===== src/hdl/mtdc_pkg.sv =====
// Shared types, codes and constants of the monochrome text cursor controller.
package mtdc_pkg;

    localparam int MEM_BYTES = 4096;
    localparam int SCREEN_COLUMNS = 80;

    // Bus operations carried by one input transaction.
    typedef enum logic [2:0] {
        OP_INDEX_WR  = 3'd0,
        OP_DATA_WR   = 3'd1,
        OP_DATA_RD   = 3'd2,
        OP_STATUS_RD = 3'd3,
        OP_MEM_WR    = 3'd4,
        OP_MEM_RD    = 3'd5,
        OP_TICK      = 3'd6
    } t_opcode;

    // Result kinds.
    typedef enum logic [1:0] {
        KIND_BUS     = 2'd0,
        KIND_RESTORE = 2'd1,
        KIND_DRAW    = 2'd2
    } t_kind;

    // CRTC register indexes.
    localparam logic [4:0] CRTC_CUR_START = 5'h0a;
    localparam logic [4:0] CRTC_CUR_END   = 5'h0b;
    localparam logic [4:0] CRTC_POS_HI    = 5'h0e;
    localparam logic [4:0] CRTC_POS_LO    = 5'h0f;

    localparam logic [7:0] STATUS_RESET  = 8'hf0;
    localparam logic [7:0] STATUS_TOGGLE = 8'h09;
    localparam logic [7:0] READ_UNKNOWN  = 8'hff;

    // 80 columns by 25 rows.
    localparam logic [11:0] SCREEN_CELLS = 12'd2000;

    // Commands from the controller to the datapath.
    typedef struct packed {
        logic latch;     // capture input transaction
        logic exec;      // run the captured operation
        logic mem_out;   // load bus result from text memory read data
        logic rest_out;  // load restore-cell result
        logic draw_rd;   // read the cursor cell word
        logic draw_out;  // load draw-cell result
        logic clear;     // clear one text memory word
    } t_dp_cmd;

    // Status from the datapath to the controller.
    typedef struct packed {
        logic    out_free;
        logic    clear_done;
        t_opcode op;
        logic    tick_restore;
        logic    tick_draw;
        logic    draw_pending;
    } t_dp_status;

endpackage


===== src/hdl/mtdc_ctrl.sv =====
// Controller: sequences memory clearing, operation execution and result loading.
module mtdc_ctrl (
    input  logic                 i_clk,
    input  logic                 i_rst_n,
    input  logic                 i_in_valid,
    output logic                 o_in_stall,
    input  mtdc_pkg::t_dp_status i_status,
    output mtdc_pkg::t_dp_cmd    o_cmd
);

    typedef enum logic [6:0] {
        S_CLEAR    = 7'b0000001,
        S_IDLE     = 7'b0000010,
        S_EXEC     = 7'b0000100,
        S_MREAD    = 7'b0001000,
        S_REST_OUT = 7'b0010000,
        S_DRAW_RD  = 7'b0100000,
        S_DRAW_OUT = 7'b1000000
    } t_state;

    t_state r_state, n_state;
    logic   w_accept;

    assign w_accept   = i_in_valid && (r_state == S_IDLE) && i_status.out_free;
    assign o_in_stall = !((r_state == S_IDLE) && i_status.out_free);

    always_comb begin
        n_state = r_state;
        case (r_state)
            S_CLEAR: begin
                if (i_status.clear_done) begin
                    n_state = S_IDLE;
                end
            end
            S_IDLE: begin
                if (w_accept) begin
                    n_state = S_EXEC;
                end
            end
            S_EXEC: begin
                case (i_status.op)
                    mtdc_pkg::OP_MEM_RD: n_state = S_MREAD;
                    mtdc_pkg::OP_TICK: begin
                        if (i_status.tick_restore) begin
                            n_state = S_REST_OUT;
                        end else if (i_status.tick_draw) begin
                            n_state = S_DRAW_OUT;
                        end else begin
                            n_state = S_IDLE;
                        end
                    end
                    default: n_state = S_IDLE;
                endcase
            end
            S_MREAD: begin
                if (i_status.out_free) begin
                    n_state = S_IDLE;
                end
            end
            S_REST_OUT: begin
                if (i_status.out_free) begin
                    n_state = i_status.draw_pending ? S_DRAW_RD : S_IDLE;
                end
            end
            S_DRAW_RD: n_state = S_DRAW_OUT;
            S_DRAW_OUT: begin
                if (i_status.out_free) begin
                    n_state = S_IDLE;
                end
            end
            default: n_state = S_CLEAR;
        endcase
    end

    always_comb begin
        o_cmd.latch    = w_accept;
        o_cmd.exec     = r_state == S_EXEC;
        o_cmd.mem_out  = (r_state == S_MREAD) && i_status.out_free;
        o_cmd.rest_out = (r_state == S_REST_OUT) && i_status.out_free;
        o_cmd.draw_rd  = r_state == S_DRAW_RD;
        o_cmd.draw_out = (r_state == S_DRAW_OUT) && i_status.out_free;
        o_cmd.clear    = r_state == S_CLEAR;
    end

    always_ff @(posedge i_clk) begin
        if (!i_rst_n) begin
            r_state <= S_CLEAR;
        end else begin
            r_state <= n_state;
        end
    end

endmodule


===== config.mk =====
export PLATFORM = sky130hd
export DESIGN_NAME = mtdc_ctrl
export DESIGN_NICKNAME = d
export VERILOG_FILES = /design/src/hdl/mtdc_pkg.sv /design/src/hdl/mtdc_ctrl.sv
export SDC_FILE = /design/constraint.sdc
export NUM_CORES = 1
export LEC_CHECK = 0
export BUFFER_PORTS_ARGS = -buffer_cell sky130_fd_sc_hd__clkbuf_2
export CORE_AREA = 2 2 39 41
export CTS_BUF_LIST = sky130_fd_sc_hd__clkbuf_8
export CTS_CLUSTER_SIZE = 25
export DETAILED_ROUTE_END_ITERATION = 12
export DIE_AREA = 0 0 41 43
export PLACE_DENSITY = 0.8
export SETUP_SLACK_MARGIN = 0.4
export SLEW_MARGIN = 40
export SYNTH_ARGS = -nofsm -noshare
export SYNTH_HDL_FRONTEND = slang
export SYNTH_SLANG_ARGS = --single-unit
export TNS_END_PERCENT = 50

===== constraint.sdc =====
create_clock -name i_clk -period 1.8 [get_ports i_clk]
set_input_delay 0.09 -clock i_clk [delete_from_list [all_inputs] [get_ports i_clk]]
set_output_delay 0.09 -clock i_clk [all_outputs]
set_load 0.1 [all_outputs]

**Yosys cells after proc, flatten, opt, wreduce, memory -nomap -nowiden**

Cells that the tools add are included.

- Logic and storage cells: 32
- Flip-flop bits (word level): 7
- Output and inout port bits: 8
- Input port bits: 11

- Reductions and logical operators: 9
- Muxes and demuxes: 9
- Eq/ne operators: 13

Operator list:

| operator | count |
|---|---|
| $mux W7 | 6 |
| $pmux W7 S6 | 1 |
| $pmux W7 S2 | 1 |
| $eq A7 B1 Y1 const B | 1 |
| $eq A7 B2 Y1 const B | 1 |
| $eq A7 B3 Y1 const B | 1 |
| $eq A7 B4 Y1 const B | 1 |
| $eq A7 B5 Y1 const B | 1 |
| $eq A7 B6 Y1 const B | 1 |
| $eq A7 B7 Y1 const B | 1 |
| $eq A3 B3 Y1 const B | 2 |
| $logic_and A1 B1 Y1 | 6 |
| $mux W6 | 1 |
| $ne A2 B2 Y1 const B | 3 |
| $reduce_and A4 Y1 | 1 |
| $ne A2 B1 Y1 const B | 1 |
| $reduce_or A2 Y1 | 1 |
| $logic_not A1 Y1 | 1 |

**Depth between registers and ports, before layout**

- Word-level depth: 5
- Gate-level depth with buffers: 6
- Mapped depth without buffers: 5

**Worst setup path after synthesis**

No wires, ideal clock.

- Path kind: reg-to-output
- Start: reg r_state[0]
- End: out o_cmd[3] (netlist name)
- Arrival: 3.930 ns
- Setup slack: -2.220 ns
- Required time: 1.710 ns
- Cell stages (with the launch flop): 5
- Buffers on the path: 1
- Cells stage by stage: dfxtp_1 > or3_4 > or2_1 > buf_6 > nor4_1

RTL lines:

| element | RTL line | source |
|---|---|---|
| start, declared | mtdc_ctrl.sv:21 | `t_state r_state, n_state;` |
| start signal, assigned | mtdc_ctrl.sv:89 | `r_state <= n_state;` |
| end, declared | mtdc_ctrl.sv:8 | `output mtdc_pkg::t_dp_cmd o_cmd` |

==> metrics.txt <==
setup slack on the worst flop-to-flop path=0.14 ns; ANT cells=0; Seq/Total Area, Yosys=0.2456; fillers=112; Psw=0.2391 mW; total core area=1384 sq um; max FFs per register=7; top post-synthesis cells by area=dfxtp_1 25%, nor2_1 7.9%, nor2b_1 4.4%; crit path DAT=1.64 ns; LEAKAGE=0.3972 nW; syn nets=87; # DRC=0; worst hold path depth=2; CTS tree=yes; uppermost layer routed=met4; Mapped Cells=76; crit share post-route=0.9634; async set-reset flop share out of synthesis=0; total I/O pin count=19; # clock sinks=7; die height=43 microns; FP Rows=14; Port Buffers=18; initial core utilization=0.4123; non-filler instance count after layout=119; Setup Slack @ Placement=0.06317 ns; reg-to-reg endpoint=r_state[5]; EDFF count, synth=0; Switching Fraction=0.3630; Hold Crit Endpoint=r_state[5]; clock buffer depth=2; H-tree depth=1; skew final=0.0002322 ns; maximum vdd drop=416.6 uV; Crit. End Element=primary output; initial antenna violation count=0; Startpoint Class=flop; Total GRT Usage=0.2492; clk_lat worst skew=0.22 ns; Largest Register=r_state; met2 WL=909 microns; Pins Over Slew Limit=0; Worst-Margin Slew=0.4254 ns; worst hold margin=0.1372 ns; clock tree root buffer cell=clkbuf_8; DP Cell Count=107; Ys Warns=0; Syn Area/Cell=7.507 sq um; multi-input logic area=474.2 sq um; P&R area growth vs syn=74.34%; ANT nets after route=0; final critical-path required period=1.734 ns; CTS Hold Bufs=0; Final setup viols=0; number of vias per cell=5.597; synth unique cells=35; Crit Path Max Fanout=6; maxcap violations=0; Power Total=0.6586 mW; r2r worst-path depth=6; Synth area leader=dfxtp_1; fin area=994.7 sq um; Synth top area share=0.2456; Iter 0 DRT Violations=14; reg2reg start=r_state[2]; Flop pwr share=0.272; final net count=115; clock buffer count from CTS=3; vias in the first global route=661; #FFs+latches synth=7; Post-synth top cells=12 x nor2_1, 7 x dfxtp_1, 5 x nand2_1, 4 x nor2b_1, 4 x nor3_1; vias=666; layout cells sized above 1=0.4757; Slew headroom=0.7142; Max Clk Rate=576.6 MHz; Synth Flop Type=dfxtp_1; wire length on met3=91 microns; routability congestion estimate=0.9068; Setup WS post-layout=0.06584 ns; Crit path required time=1.71 ns; power density over cell area=662.1 nW/um^2; wire length on met1=662 microns; drt first pass iters=4; Remaining Overflow, GRT=0; sequential cell area=146.4 sq um; routed len/inst=14.67 microns; DP Area=825.8 sq um; outcome=finished clean; Chip Width=41 microns; Clk pwr share=0.322; Setup Crit Path Kind=flop to primary output; Routed WL=1.746 mm; Final Hold Viols=0; RSZ-0062 raised after global routing=yes; largest net degree at the start of global routing=10; Regs by FF count=r_state: 7 flops; global-route wire length before repair=2.829 mm; hold_sp=i_status[0]; Logic pwr share=0.405; Int Pwr=0.4195 mW; min-delay worst type=input pin to flop; hpwl dp=1.204 mm; clock slew at reported path FFs=0.04 ns; die area=1763 sq um; Cell Area, Synth=570.5 sq um; most common cell in the synthesized netlist=nor2_1
==> cell type report <==
type | instances | share of cell area
multi-input cells | 62 | 0.4767
flip-flops and latches | 7 | 0.1472
inverters | 1 | 0.003774
well taps | 16 | 0.02013
repair buffers | 29 | 0.3069
clock inverters | 1 | 0.003774
clock buffers | 3 | 0.04151
==> layer usage <==
metal / global-route usage / vias up
met1: 0.2517 / 291
met5: 0 / -
met2: 0.3875 / 32
met3: 0.06283 / 10
met4: 0.2267 / 0
li1: - / 333
==> power groups by stage <==
stage               clock (mW)  sequential, mW  combinational [mW]
finish                   0.212           0.179               0.267
global route             0.225           0.180               0.281
CTS                      0.215           0.179               0.259
detailed placement           0           0.181               0.223
global placement             0           0.180               0.219
floorplan                    0           0.171               0.175
==> timing repair <==
item | in CTS | in global routing
setup buffers | 8 | 0
pin swaps | 6 | 1
gates resized for setup | 15 | 1
endpoints found under the setup margin | 15 | 15
==> cells by family after synthesis <==
kind of cell / count (synthesis) / synth area share
compound gates: 16 / 0.2083
flops: 7 / 0.2456
xor+xnor: 1 / 0.01535
buf+inv: 7 / 0.07018
simple gates: 45 / 0.4605
==> per-stage QoR <==
step | utilization | setup TNS [ns]
final | 0.7188 | 0
after floorplan | - | -0.5990
after global placement | 0.5967 | 0
after global routing | 0.7188 | 0
after detailed placement | 0.5967 | 0
after CTS | 0.7134 | 0
==> cell usage in the layout, fill, tap and decap left out, types with 4 or more instances in the layout <==
cell type and count:
buf_12 7, buf_4 9, clkbuf_2 10, dfxtp_1 4
nand2_1 5, nor2_1 9, nor2b_1 4
==> worst max path at each step <==
| stage | from | to | slack, ns |
|---|---|---|---|
| finish | r_state[2] | o_cmd[3] | 0.07 |
| global route | r_state[2] | o_cmd[3] | 0.009 |
| CTS | r_state[2] | o_cmd[3] | 0.06 |
| detailed placement | r_state[2] | r_state[5] | 0.06 |
| global placement | r_state[2] | r_state[5] | 0.13 |
| floorplan | r_state[2] | o_cmd[3] | -0.34 |
==> critical path, stage by stage, from the launching register on <==
cell and delay, ns:
dfxtp_2 0.31, or3_4 0.40, or2_4 0.29, nor4_4 0.19, buf_12 0.21
Power figures use the tool's default switching activity.
